$ cat config.mk
export PLATFORM = sky130hd
export DESIGN_NAME = flip_maneuver_sequencer_flat
export DESIGN_NICKNAME = d
export VERILOG_FILES = /design/src/design/fms_pkg.sv /design/src/design/fms_in_if.sv /design/src/design/fms_out_if.sv /design/src/design/fms_mul.sv /design/src/design/flip_maneuver_sequencer.sv /design/src/flat_wrapper.sv
export SDC_FILE = /design/constraint.sdc
export NUM_CORES = 1
export LEC_CHECK = 0
export BUFFER_PORTS_ARGS = -buffer_cell sky130_fd_sc_hd__buf_2
export CAP_MARGIN = 20
export CORE_UTILIZATION = 25
export CTS_BUF_LIST = sky130_fd_sc_hd__clkbuf_2
export CTS_CLUSTER_DIAMETER = 200
export CTS_CLUSTER_SIZE = 8
export DETAILED_ROUTE_END_ITERATION = 6
export GPL_ROUTABILITY_DRIVEN = 0
export GPL_TIMING_DRIVEN = 0
export SLEW_MARGIN = 20
export SYNTH_ARGS = -nofsm -noshare
export SYNTH_HDL_FRONTEND = slang
export SYNTH_SLANG_ARGS = --single-unit
$ cat constraint.sdc
create_clock -name i_clk -period 15.6 [get_ports i_clk]
set_clock_uncertainty 0.1 [all_clocks]
set_input_delay 1.56 -clock i_clk [delete_from_list [all_inputs] [get_ports i_clk]]
set_output_delay 1.56 -clock i_clk [all_outputs]
set_load 0.05 [all_outputs]
$ cat src/design/fms_pkg.sv
package fms_pkg;

    localparam int TICK_BITS = 12;
    localparam int BOUND_W   = 12;
    localparam int CMP_W     = (TICK_BITS > BOUND_W) ? TICK_BITS : BOUND_W;

    localparam int VOLT_W  = 15;
    localparam int TRIM_W  = 15;
    localparam int MUL_W   = 15;
    localparam int PROD_W  = 2 * MUL_W;
    localparam int DUTY_W  = 15;
    localparam int RATE_W  = 16;
    localparam int TRIG_W  = 7;
    localparam int TICKC_W = 10;
    localparam int STEP_W  = 12;
    localparam int BOOST_W = 14;
    localparam int CFG_W   = 14;
    localparam int CFG_IDX_W = 3;

    localparam logic [CFG_IDX_W-1:0] CFG_TRIGGER_COUNT = 3'd0;
    localparam logic [CFG_IDX_W-1:0] CFG_PRE_HOLD      = 3'd1;
    localparam logic [CFG_IDX_W-1:0] CFG_FLIP_TICKS    = 3'd2;
    localparam logic [CFG_IDX_W-1:0] CFG_POST_HOLD     = 3'd3;
    localparam logic [CFG_IDX_W-1:0] CFG_RATE_STEP     = 3'd4;
    localparam logic [CFG_IDX_W-1:0] CFG_BOOST_DUTY    = 3'd5;

    localparam logic [TRIG_W-1:0]  RST_TRIGGER_COUNT = 7'd10;
    localparam logic [TICKC_W-1:0] RST_PRE_HOLD      = 10'd150;
    localparam logic [TICKC_W-1:0] RST_FLIP_TICKS    = 10'd160;
    localparam logic [TICKC_W-1:0] RST_POST_HOLD     = 10'd120;
    localparam logic [STEP_W-1:0]  RST_RATE_STEP     = 12'd349;
    localparam logic [BOOST_W-1:0] RST_BOOST_DUTY    = 14'd2621;

    // trim = 1.5892 - 0.2448 * V, Q28 intercept, Q16 slope
    localparam logic [28:0]       TRIM_OFFSET = 29'd426597627;
    localparam logic [MUL_W-1:0]  TRIM_SLOPE  = 15'd16043;
    localparam logic [29:0]       ROUND_Q14   = 30'd8192;
    localparam logic [MUL_W-1:0]  K_030       = 15'd19661;
    localparam logic [MUL_W-1:0]  K_015       = 15'd9830;
    localparam logic [PROD_W:0]   ROUND_Q16   = 31'd32768;
    localparam logic [DUTY_W-1:0] DUTY_MAX    = 15'h7FFF;

    typedef enum logic [1:0] {
        S_IDLE,
        S_TRIM,
        S_SCALE,
        S_FIN
    } t_state;

endpackage

$ cat src/design/fms_in_if.sv
interface fms_in_if;
    logic                          valid;
    logic                          ready;
    logic                          flip_button;
    logic                          angle_mode;
    logic [fms_pkg::VOLT_W-1:0]    battery_volts;
    logic                          abort;

    modport source (
        output valid, flip_button, angle_mode, battery_volts, abort,
        input  ready
    );
    modport sink (
        input  valid, flip_button, angle_mode, battery_volts, abort,
        output ready
    );
endinterface

$ cat src/design/fms_out_if.sv
interface fms_out_if;
    logic                               valid;
    logic                               ready;
    logic                               flip_active;
    logic signed [fms_pkg::RATE_W-1:0]  roll_rate_ref;
    logic [fms_pkg::DUTY_W-1:0]         thrust_duty;
    logic                               attitude_reset;
    logic                               flip_done;

    modport source (
        output valid, flip_active, roll_rate_ref, thrust_duty, attitude_reset, flip_done,
        input  ready
    );
    modport sink (
        input  valid, flip_active, roll_rate_ref, thrust_duty, attitude_reset, flip_done,
        output ready
    );
endinterface

$ cat src/design/fms_mul.sv
module fms_mul (
    input  logic                          i_clk,
    input  logic                          i_en,
    input  logic [fms_pkg::MUL_W-1:0]     i_a,
    input  logic [fms_pkg::MUL_W-1:0]     i_b,
    output logic [fms_pkg::PROD_W-1:0]    o_p
);

    logic [fms_pkg::PROD_W-1:0] r_p;

    always_ff @(posedge i_clk) begin
        if (i_en) begin
            r_p <= i_a * i_b;
        end
    end

    assign o_p = r_p;

endmodule

$ cat src/design/flip_maneuver_sequencer.sv
// Each item goes through the trim, scale and finish steps; its result is
// registered on leaving finish, and a new item is taken only in idle. Each
// item uses the shared multiplier twice (trim, then trim scaling).
// A result not yet taken holds the sequencer in its last step.
// Reset: synchronous, active low; clears flip state, press count and the
// result valid flag, and loads the register defaults.
module flip_maneuver_sequencer (
    input  logic                              i_clk,
    input  logic                              i_rst_n,
    fms_in_if.sink                            i_item,
    fms_out_if.source                         o_result,
    input  logic                              i_cfg_we,
    input  logic [fms_pkg::CFG_IDX_W-1:0]     i_cfg_idx,
    input  logic [fms_pkg::CFG_W-1:0]         i_cfg_data
);

    fms_pkg::t_state r_state, n_state;

    logic [fms_pkg::TRIG_W-1:0]  r_trig;
    logic [fms_pkg::TICKC_W-1:0] r_pre, r_flip, r_post;
    logic [fms_pkg::STEP_W-1:0]  r_step;
    logic [fms_pkg::BOOST_W-1:0] r_boost;

    logic                            r_running, n_running;
    logic [fms_pkg::TICK_BITS-1:0]   r_phase, n_phase;
    logic signed [fms_pkg::RATE_W-1:0] r_acc, n_acc;
    logic                            r_issued, n_issued;
    logic [fms_pkg::TRIG_W-1:0]      r_press, n_press;

    logic                        r_btn, n_btn, r_ang, n_ang, r_abort, n_abort;
    logic [fms_pkg::TRIM_W-1:0]  r_trim, n_trim;

    logic                              r_out_valid, n_out_valid;
    logic                              r_o_active, n_o_active;
    logic signed [fms_pkg::RATE_W-1:0] r_o_rate, n_o_rate;
    logic [fms_pkg::DUTY_W-1:0]        r_o_thrust, n_o_thrust;
    logic                              r_o_pulse, n_o_pulse;
    logic                              r_o_done, n_o_done;

    logic                          mul_en;
    logic [fms_pkg::MUL_W-1:0]     mul_a, mul_b;
    logic [fms_pkg::PROD_W-1:0]    mul_p;

    logic [fms_pkg::CMP_W-1:0] q, q3, b0, b1, b2, b3, b4, b5, c;
    logic                      at_max;
    logic [30:0]               trim_diff;
    logic [29:0]               trim_sum;
    logic [fms_pkg::PROD_W:0]  scaled_sum;
    logic [fms_pkg::DUTY_W-1:0] scaled;
    logic [15:0]               boosted_sum;
    logic [fms_pkg::DUTY_W-1:0] boosted;
    logic [fms_pkg::RATE_W:0]  acc_up, acc_dn;
    logic signed [fms_pkg::RATE_W-1:0] acc_up_sat, acc_dn_sat;
    logic [fms_pkg::TRIG_W:0]  press_inc;

    fms_mul u_mul (
        .i_clk (i_clk),
        .i_en  (mul_en),
        .i_a   (mul_a),
        .i_b   (mul_b),
        .o_p   (mul_p)
    );

    assign q   = fms_pkg::CMP_W'(r_flip);
    assign q3  = q + (q << 1);
    assign b0  = fms_pkg::CMP_W'(r_pre);
    assign b1  = b0 + (q >> 2);
    assign b2  = b0 + (q >> 1);
    assign b3  = b0 + (q3 >> 2);
    assign b4  = b0 + q;
    assign b5  = b4 + fms_pkg::CMP_W'(r_post);
    assign c   = fms_pkg::CMP_W'(r_phase);
    assign at_max = (r_phase == {fms_pkg::TICK_BITS{1'b1}});

    assign trim_diff = {2'b00, fms_pkg::TRIM_OFFSET} - {1'b0, mul_p};
    assign trim_sum  = {1'b0, trim_diff[28:0]} + fms_pkg::ROUND_Q14;

    assign scaled_sum = {1'b0, mul_p} + fms_pkg::ROUND_Q16;
    assign scaled     = scaled_sum[fms_pkg::PROD_W:16];

    assign boosted_sum = {1'b0, r_trim} + {2'b00, r_boost};
    assign boosted     = boosted_sum[15] ? fms_pkg::DUTY_MAX : boosted_sum[14:0];

    assign acc_up = {r_acc[fms_pkg::RATE_W-1], r_acc}
                  + {{(fms_pkg::RATE_W + 1 - fms_pkg::STEP_W){1'b0}}, r_step};
    assign acc_dn = {r_acc[fms_pkg::RATE_W-1], r_acc}
                  - {{(fms_pkg::RATE_W + 1 - fms_pkg::STEP_W){1'b0}}, r_step};
    assign acc_up_sat = (acc_up[16] != acc_up[15]) ?
                        (acc_up[16] ? 16'sh8000 : 16'sh7FFF) : signed'(acc_up[15:0]);
    assign acc_dn_sat = (acc_dn[16] != acc_dn[15]) ?
                        (acc_dn[16] ? 16'sh8000 : 16'sh7FFF) : signed'(acc_dn[15:0]);

    assign press_inc = {1'b0, r_press} + 8'd1;

    always_ff @(posedge i_clk) begin
        if (!i_rst_n) begin
            r_state     <= fms_pkg::S_IDLE;
            r_running   <= 1'b0;
            r_phase     <= '0;
            r_acc       <= '0;
            r_issued    <= 1'b0;
            r_press     <= '0;
            r_out_valid <= 1'b0;
        end else begin
            r_state     <= n_state;
            r_running   <= n_running;
            r_phase     <= n_phase;
            r_acc       <= n_acc;
            r_issued    <= n_issued;
            r_press     <= n_press;
            r_out_valid <= n_out_valid;
        end
    end

    always_ff @(posedge i_clk) begin
        r_btn      <= n_btn;
        r_ang      <= n_ang;
        r_abort    <= n_abort;
        r_trim     <= n_trim;
        r_o_active <= n_o_active;
        r_o_rate   <= n_o_rate;
        r_o_thrust <= n_o_thrust;
        r_o_pulse  <= n_o_pulse;
        r_o_done   <= n_o_done;
    end

    always_ff @(posedge i_clk) begin
        if (!i_rst_n) begin
            r_trig  <= fms_pkg::RST_TRIGGER_COUNT;
            r_pre   <= fms_pkg::RST_PRE_HOLD;
            r_flip  <= fms_pkg::RST_FLIP_TICKS;
            r_post  <= fms_pkg::RST_POST_HOLD;
            r_step  <= fms_pkg::RST_RATE_STEP;
            r_boost <= fms_pkg::RST_BOOST_DUTY;
        end else if (i_cfg_we) begin
            case (i_cfg_idx)
                fms_pkg::CFG_TRIGGER_COUNT: r_trig  <= i_cfg_data[fms_pkg::TRIG_W-1:0];
                fms_pkg::CFG_PRE_HOLD:      r_pre   <= i_cfg_data[fms_pkg::TICKC_W-1:0];
                fms_pkg::CFG_FLIP_TICKS:    r_flip  <= i_cfg_data[fms_pkg::TICKC_W-1:0];
                fms_pkg::CFG_POST_HOLD:     r_post  <= i_cfg_data[fms_pkg::TICKC_W-1:0];
                fms_pkg::CFG_RATE_STEP:     r_step  <= i_cfg_data[fms_pkg::STEP_W-1:0];
                fms_pkg::CFG_BOOST_DUTY:    r_boost <= i_cfg_data[fms_pkg::BOOST_W-1:0];
                default: ;
            endcase
        end
    end

    always_comb begin
        n_state     = r_state;
        n_running   = r_running;
        n_phase     = r_phase;
        n_acc       = r_acc;
        n_issued    = r_issued;
        n_press     = r_press;
        n_btn       = r_btn;
        n_ang       = r_ang;
        n_abort     = r_abort;
        n_trim      = r_trim;
        n_out_valid = r_out_valid;
        n_o_active  = r_o_active;
        n_o_rate    = r_o_rate;
        n_o_thrust  = r_o_thrust;
        n_o_pulse   = r_o_pulse;
        n_o_done    = r_o_done;
        mul_en      = 1'b0;
        mul_a       = i_item.battery_volts;
        mul_b       = fms_pkg::TRIM_SLOPE;

        if (r_out_valid && o_result.ready) begin
            n_out_valid = 1'b0;
        end

        case (r_state)
            fms_pkg::S_IDLE: begin
                if (i_item.valid) begin
                    mul_en  = 1'b1;
                    n_btn   = i_item.flip_button;
                    n_ang   = i_item.angle_mode;
                    n_abort = i_item.abort;
                    n_state = fms_pkg::S_TRIM;
                end
            end
            fms_pkg::S_TRIM: begin
                n_trim  = trim_diff[30] ? '0 : trim_sum[28:14];
                n_state = fms_pkg::S_SCALE;
            end
            fms_pkg::S_SCALE: begin
                mul_en  = 1'b1;
                mul_a   = r_trim;
                mul_b   = (c < b1) ? fms_pkg::K_030 : fms_pkg::K_015;
                n_state = fms_pkg::S_FIN;
            end
            fms_pkg::S_FIN: begin
                if (!r_out_valid || o_result.ready) begin
                    n_out_valid = 1'b1;
                    n_o_active  = 1'b0;
                    n_o_rate    = '0;
                    n_o_thrust  = '0;
                    n_o_pulse   = 1'b0;
                    n_o_done    = 1'b0;
                    n_state     = fms_pkg::S_IDLE;
                    if (r_abort) begin
                        n_running = 1'b0;
                        n_phase   = '0;
                        n_acc     = '0;
                        n_issued  = 1'b0;
                        n_press   = '0;
                    end else begin
                        if (!r_running) begin
                            if (r_btn) begin
                                if (press_inc > {1'b0, r_trig}) begin
                                    n_press   = '0;
                                    n_running = 1'b1;
                                end else begin
                                    n_press = press_inc[fms_pkg::TRIG_W-1:0];
                                end
                            end else begin
                                n_press = '0;
                            end
                        end
                        if (r_ang) begin
                            if (n_running) begin
                                if (c >= b5 || at_max) begin
                                    n_running = 1'b0;
                                    n_issued  = 1'b0;
                                    n_acc     = '0;
                                    n_phase   = '0;
                                    n_o_done  = 1'b1;
                                end else begin
                                    n_o_active = 1'b1;
                                    if (c < b0) begin
                                        n_acc      = '0;
                                        n_o_thrust = boosted;
                                    end else if (c < b1) begin
                                        n_acc      = acc_up_sat;
                                        n_o_thrust = scaled;
                                    end else if (c < b2) begin
                                        n_acc      = acc_up_sat;
                                        n_o_thrust = scaled;
                                    end else if (c < b3) begin
                                        n_acc      = acc_dn_sat;
                                        n_o_thrust = scaled;
                                    end else if (c < b4) begin
                                        n_acc      = acc_dn_sat;
                                        n_o_thrust = r_trim;
                                    end else begin
                                        if (!r_issued) begin
                                            n_issued  = 1'b1;
                                            n_o_pulse = 1'b1;
                                        end
                                        n_acc      = '0;
                                        n_o_thrust = boosted;
                                    end
                                    n_o_rate = n_acc;
                                    n_phase  = r_phase + 1'b1;
                                end
                            end else begin
                                n_acc    = '0;
                                n_issued = 1'b0;
                                n_phase  = '0;
                            end
                        end
                    end
                end
            end
            default: begin
                n_state = fms_pkg::S_IDLE;
            end
        endcase
    end

    assign i_item.ready            = (r_state == fms_pkg::S_IDLE);
    assign o_result.valid          = r_out_valid;
    assign o_result.flip_active    = r_o_active;
    assign o_result.roll_rate_ref  = r_o_rate;
    assign o_result.thrust_duty    = r_o_thrust;
    assign o_result.attitude_reset = r_o_pulse;
    assign o_result.flip_done      = r_o_done;

`ifndef NO_ASSERTIONS
    a_accept_to_trim: assert property (@(posedge i_clk) disable iff (!i_rst_n)
        (i_item.valid && i_item.ready) |=> (r_state == fms_pkg::S_TRIM))
        else $error("accepted item did not start the trim step");

    a_pulse_in_flip: assert property (@(posedge i_clk) disable iff (!i_rst_n)
        (o_result.valid && o_result.attitude_reset) |-> o_result.flip_active)
        else $error("attitude reset outside an active flip");

    a_done_not_active: assert property (@(posedge i_clk) disable iff (!i_rst_n)
        o_result.valid |-> !(o_result.flip_done && o_result.flip_active))
        else $error("flip done while still active");

    a_issued_needs_run: assert property (@(posedge i_clk) disable iff (!i_rst_n)
        !r_running |-> !r_issued)
        else $error("reset flag kept with no flip running");
`endif

endmodule
$ cat src/flat_wrapper.sv
// flat-port wrapper written by rule: the top's interface ports become plain ports
module flip_maneuver_sequencer_flat 
  (i_clk, i_rst_n, i_cfg_we, i_cfg_idx, i_cfg_data, i_item_valid, i_item_flip_button, i_item_angle_mode, i_item_battery_volts, i_item_abort, i_item_ready, o_result_valid, o_result_flip_active, o_result_roll_rate_ref, o_result_thrust_duty, o_result_attitude_reset, o_result_flip_done, o_result_ready);
  fms_in_if i_item_i ();
  fms_out_if o_result_i ();
  input  logic i_clk;
  input  logic i_rst_n;
  input  logic i_cfg_we;
  input  logic [fms_pkg::CFG_IDX_W-1:0] i_cfg_idx;
  input  logic [fms_pkg::CFG_W-1:0] i_cfg_data;
  input wire logic [$bits(i_item_i.valid)-1:0] i_item_valid;
  input wire logic [$bits(i_item_i.flip_button)-1:0] i_item_flip_button;
  input wire logic [$bits(i_item_i.angle_mode)-1:0] i_item_angle_mode;
  input wire logic [$bits(i_item_i.battery_volts)-1:0] i_item_battery_volts;
  input wire logic [$bits(i_item_i.abort)-1:0] i_item_abort;
  output wire logic [$bits(i_item_i.ready)-1:0] i_item_ready;
  output wire logic [$bits(o_result_i.valid)-1:0] o_result_valid;
  output wire logic [$bits(o_result_i.flip_active)-1:0] o_result_flip_active;
  output wire logic [$bits(o_result_i.roll_rate_ref)-1:0] o_result_roll_rate_ref;
  output wire logic [$bits(o_result_i.thrust_duty)-1:0] o_result_thrust_duty;
  output wire logic [$bits(o_result_i.attitude_reset)-1:0] o_result_attitude_reset;
  output wire logic [$bits(o_result_i.flip_done)-1:0] o_result_flip_done;
  input wire logic [$bits(o_result_i.ready)-1:0] o_result_ready;
  assign i_item_i.valid = i_item_valid;
  assign i_item_i.flip_button = i_item_flip_button;
  assign i_item_i.angle_mode = i_item_angle_mode;
  assign i_item_i.battery_volts = i_item_battery_volts;
  assign i_item_i.abort = i_item_abort;
  assign i_item_ready = i_item_i.ready;
  assign o_result_valid = o_result_i.valid;
  assign o_result_flip_active = o_result_i.flip_active;
  assign o_result_roll_rate_ref = o_result_i.roll_rate_ref;
  assign o_result_thrust_duty = o_result_i.thrust_duty;
  assign o_result_attitude_reset = o_result_i.attitude_reset;
  assign o_result_flip_done = o_result_i.flip_done;
  assign o_result_i.ready = o_result_ready;
  flip_maneuver_sequencer u_core (.i_clk(i_clk), .i_rst_n(i_rst_n), .i_item(i_item_i), .o_result(o_result_i), .i_cfg_we(i_cfg_we), .i_cfg_idx(i_cfg_idx), .i_cfg_data(i_cfg_data));
endmodule
Yosys cells after proc, flatten, opt, wreduce, memory -nomap -nowiden
Cells that the tools add are included.
{"block": "op_classes", "add_sub_neg": 14, "multipliers": 1, "magnitude_cmp": 7, "eq_ne": 19, "n_mux": 59, "n_bitwise": 2, "reduce_logical": 23}
{"op": "two-way mux 16 bit", "n": 13}
{"op": "two-way mux 15 bit", "n": 9}
{"op": "< comparator 12 bit", "n": 4}
{"op": "two-way mux 12 bit", "n": 4}
{"op": "adder 30 x 16 -> 31 bit, second input constant", "n": 1}
{"op": "subtractor 29 x 30 -> 31 bit, first input constant", "n": 1}
{"op": "multiplier 15 x 15 -> 30 bit", "n": 1}
{"op": "adder 29 x 14 -> 29 bit, second input constant", "n": 1}
{"op": "two-way mux 7 bit", "n": 4}
{"op": "two-way mux 1 bit", "n": 25}
{"op": "adder 10 x 10 -> 11 bit", "n": 2}
{"op": "!= test 4 x 3 -> 1 bit, second input constant", "n": 5}
{"op": "AND reduction 2 bit", "n": 9}
{"op": "adder 16 x 13 -> 17 bit", "n": 1}
{"op": "subtractor 16 x 13 -> 17 bit", "n": 1}
{"op": "adder 15 x 14 -> 16 bit", "n": 1}
{"op": "adder 10 x 11 -> 12 bit", "n": 1}
{"op": "adder 12 x 1 -> 12 bit, second input constant", "n": 1}
{"op": "adder 12 x 10 -> 12 bit", "n": 1}
{"op": "== test 12 bit, second input constant", "n": 1}
{"op": "greater-or-equal comparator 12 bit", "n": 1}
{"op": "< comparator 12 x 10 -> 1 bit", "n": 1}
{"op": "adder 10 x 8 -> 11 bit", "n": 1}
{"op": "adder 10 x 9 -> 11 bit", "n": 1}
{"op": "26 further kinds", "n": 35}
{"block": "totals", "ff_bits": 185, "in_bits": 40, "out_inout_bits": 36, "word_cells": 148}

Longest topological paths before layout
{"block": "depth", "ltp_word": 12, "depth_mapped": 42, "depth_no_buf": 40}

Cells and area by module
A second synthesis with hierarchy kept.
{"block": "hier_totals", "hier_cells": 2575, "hier_area_um2": 22243.8}
{"mod": "flip_maneuver_sequencer", "instances": 1, "cells_each": 1643, "area_each_um2": 13589.3, "seq_area_each_um2": 3623.5}
{"mod": "fms_mul", "instances": 1, "cells_each": 932, "area_each_um2": 8654.6, "seq_area_each_um2": 900.9}

Worst setup path after synthesis
No wires, ideal clock.
{"block": "synth_path", "path_type": "register to register", "startpoint": "reg u_core.r_pre[1] (netlist bit)", "endpoint": "reg u_core.u_mul.r_p, in the netlist u_core.u_mul.o_p[26], data pin", "setup_ns": 0.135, "arrival_ns": 8.971, "t_required_ns": 15.365, "setup_slack_ns": 6.394, "path_stages_with_launch": 40, "path_buffers": 2, "period_less_slack_ns": 9.206, "cell_sequence": "dfxtp_1 ha_1 a21o_1 a21oi_1 o21bai_1 a21oi_1 nor2b_1 o21a_1 o21a_1 or2_2 ha_1 nand4_1 a21oi_1 o41ai_1 a32oi_1 a211o_1 clkbuf_1 clkbuf_1 (+4 left out) inv_1 fa_1 inv_1 fa_1 fa_1 fa_1 inv_1 fa_1 inv_1 ha_1 nand2_1 or3_1 o221ai_2 o2bb2ai_1 a41o_1 a31oi_1 or4b_1 nand3_1"}
{"block": "synth_via", "elab_chain_len": 5}
{"element": "start: declaration", "line_no": "flip_maneuver_sequencer.sv:20", "source": "logic [fms_pkg::TICKC_W-1:0] r_pre, r_flip, r_post;"}
{"element": "start signal: assignment", "line_no": "flip_maneuver_sequencer.sv:130", "source": "r_pre <= fms_pkg::RST_PRE_HOLD;"}
{"element": "start signal: assignment", "line_no": "flip_maneuver_sequencer.sv:138", "source": "fms_pkg::CFG_PRE_HOLD: r_pre <= i_cfg_data[fms_pkg::TICKC_W-1:0];"}
{"element": "adder 10 x 8 -> 11 bit", "line_no": "flip_maneuver_sequencer.sv:67", "source": "assign b1 = b0 + (q >> 2);"}
{"element": "< comparator 12 bit", "line_no": "flip_maneuver_sequencer.sv:190", "source": "mul_b = (c < b1) ? fms_pkg::K_030 : fms_pkg::K_015;"}
{"element": "two-way mux 15 bit", "line_no": "flip_maneuver_sequencer.sv:190"}
{"element": "two-way mux 15 bit", "line_no": "flip_maneuver_sequencer.sv:173", "source": "case (r_state)"}
{"element": "multiplier 15 x 15 -> 30 bit", "line_no": "fms_mul.sv:13", "source": "r_p <= i_a * i_b;"}
{"element": "end signal: assignment", "line_no": "fms_mul.sv:13"}
{"element": "end: declaration", "line_no": "fms_mul.sv:9", "source": "logic [fms_pkg::PROD_W-1:0] r_p;"}
No other way between the ends.
A chain may end at the register's enable or synchronous reset.

Worst setup path after layout
Same ends and word-level chain as after synthesis.

==> metrics.cfg <==
[outcome]
status=finished with violations
violations=DRC

[timing]
timing.slew.headroom_pct=30.18
tightestPinTransition_ns=1.043
fin_crit_ns=11.12
slew_viol_final=0
fin_setup_tns_ns=0
setup_violations=0
rsz0062_at_grt=false
finalHoldViolations=0
fin_crit_sh_pct=71.25
fmax_ghz=0.08997

[die]
dieWidth_um=288.3
ios=76
die_area_um2=83130
die_y_um=288.3
fp.coreArea_um2=80810
rows=104
start_util_pct=25.36

[detailed_routing]
vias=16690
via_per_inst=4.722
drtIter0Drc=1294
drt-total-wl_um=57600
postRouteAntennaNets=0
drt_pass1_iterations=7
wl_per_cell_um=16.29
drc=8

[synth]
yosysMostFrequentCell=inv_1
synth_top_flop_cell=dfxtp_1
syn_area_um2=20490
async_flop_share_pct=0
synth-edff-count=80
synthTopCellsByCount=inv_1 (328), ha_1 (290), nand2_1 (235), nor2_1 (173), fa_1 (141)
ys_seq_elements=183
synth_top_area_share_pct=17.70
synth_cell_type_count=90
yosys.area.top_type=ha_1
yosysWarnings=0
seq_area_frac_synth_pct=21.78
synthCells=2364
synthTopCellsByArea=ha_1 (18%), fa_1 (14%), edfxtp_1 (12%), dfxtp_1 (10%), inv_1 (6.0%)
syn_nets=2835
syn_area_per_cell_um2=8.669

[global_routing]
antenna_found_initial=2
grt_max_degree=29
grt_use_total_pct=13.88
overflow=0
grt_first_pass_wirelength_um=89670
first_global_vias=15990

[run]
drv_cap=0

[worst_setup_path]
arrival_ns=11.82
crit_required_ns=16.31
startpoint_type=flop
slowest_delay_ns=0.63
criticalPathCategory=reg2reg
endpoint_kind=flop
crit_path_top_delay_cell=dfxtp_1
crit_fanout=10

[cts]
cts_max_level=4
clkTransAtPathRegs_ns=0.36
cts_hold_buf=0
cts_tree=yes
post_cts_buffers=0
ctsLongestPathBuffers=2
clockRootBuffer=clkbuf_2
cts_made_buffers=17
clk_latency_ns=0.96
cts_resized=0
clock_sinks=183

[cells_and_area]
areaGrowthSynthToFinish_pct=10.01
final_nets=2932
final_core_util_pct=27.90
final_layout_size_suffix_gt1_share_pct=6.589
nFillCells=8646

[place]
hpwl_um=47720
io_buffers=75

[min_path]
min_path_type=reg2reg

## cells by family (layout without fill, tap and decap cells)
logic type | Yosys count | count (layout) | share of synthesized area (%)
simple gates | 662 | 662 | 14.98
compound gates | 533 | 533 | 17.34
fa+ha+maj | 431 | 431 | 31.48
buf+inv | 393 | 503 | 7.387
flops | 183 | 183 | 21.78
xor+xnor | 155 | 155 | 6.624
mux | 7 | 7 | 0.4090
other cells | 0 | 1 | 0
## metal layers
layer	share of wire (%)	up-vias	GRT usage, %
li1	-	8256	-
met1	49	7826	20.21
met2	43	556	21.23
met3	6.4	53	2.322
met4	1.7	0	3.122
met5	0	-	0
## worst paths after layout
| check | start | endpoint | slack, ns | depth (start not counted) |
|---|---|---|---|---|
| max reg2reg | u_core.r_pre[1] | u_core.u_mul.o_p[26] | 4.48 | 39 |
| min reg2reg | u_core.r_post[5] | u_core.r_post[5] | 0.39 | 2 |
| min | u_core.r_post[5] | u_core.r_post[5] | 0.39 | 2 |
| max | u_core.r_pre[1] | u_core.u_mul.o_p[26] | 4.48 | 39 |
## critical path: cells and delay by family, from the launching register on
kind / cells / cell delay, ns
AO/OA/AOI/OAI: 14 / 2.96
adder cells (fa/ha/maj): 9 / 3.87
buffers and inverters: 7 / 1.23
flip-flops: 1 / 0.63
AND/OR/NAND/NOR: 9 / 2.17
## per-stage QoR
stage,instance area (um2),instances,worst slack [ns],hold WS [ns]
5_1_grt,22550,3535,3.968,0.4100
3_5_place_dp,22240,3502,4.607,0.3630
6_report,22550,3535,4.485,0.3899
2_1_floorplan,20490,2364,6.394,0.3372
4_1_cts,22540,3534,4.482,0.3892
3_3_place_gp,22200,3499,4.208,0.3517
## flip-flops by register name, indices dropped and copies added (netlist names), 2 cells and up
name / flops
u_core.r_trig: 7
u_core.o_result.roll_rate_ref: 16
u_core.r_trim: 15
u_core.r_boost: 14
u_core.r_state: 2
u_core.r_step: 12
u_core.u_mul.o_p: 28
u_core.r_flip: 10
u_core.r_press: 7
u_core.c: 12
u_core.r_pre: 10
u_core.r_post: 10
u_core.o_result.thrust_duty: 15
u_core.r_acc: 16
## layout make-up
cell class | instances | area (um2) | share of cell area [%]
Multi-Input combinational cell | 1788 | 14520 | 64.41
Sequential cell | 183 | 4464 | 19.80
Tap cell | 1060 | 1326 | 5.883
Inverter | 331 | 1242 | 5.511
Timing Repair Buffer | 78 | 415.4 | 1.842
Buffer | 62 | 272.8 | 1.210
Clock inverter | 15 | 215.2 | 0.9545
Clock buffer | 17 | 85.08 | 0.3774
Antenna cell | 1 | 2.502 | 0.01110
## cell usage in the layout (no fill, tap or decap), types with 22 or more instances in the layout
cell / instances
nor2_1: 173
buf_2: 86
a21boi_0: 48
nand3_1: 56
o211ai_1: 22
dfxtp_1: 103
nor2b_1: 36
xnor2_1: 112
nand2b_1: 34
ha_1: 290
inv_1: 328
clkbuf_1: 44
o21ai_1: 30
o21a_1: 29
fa_1: 141
a21o_1: 30
o21ai_0: 80
xor2_1: 43
edfxtp_1: 80
o21bai_1: 35
nand2_1: 235
nor3_1: 33
a21oi_1: 134
Power is not shown: default switching activity piles up to over one toggle a cycle in this logic, so the estimate is an artifact.
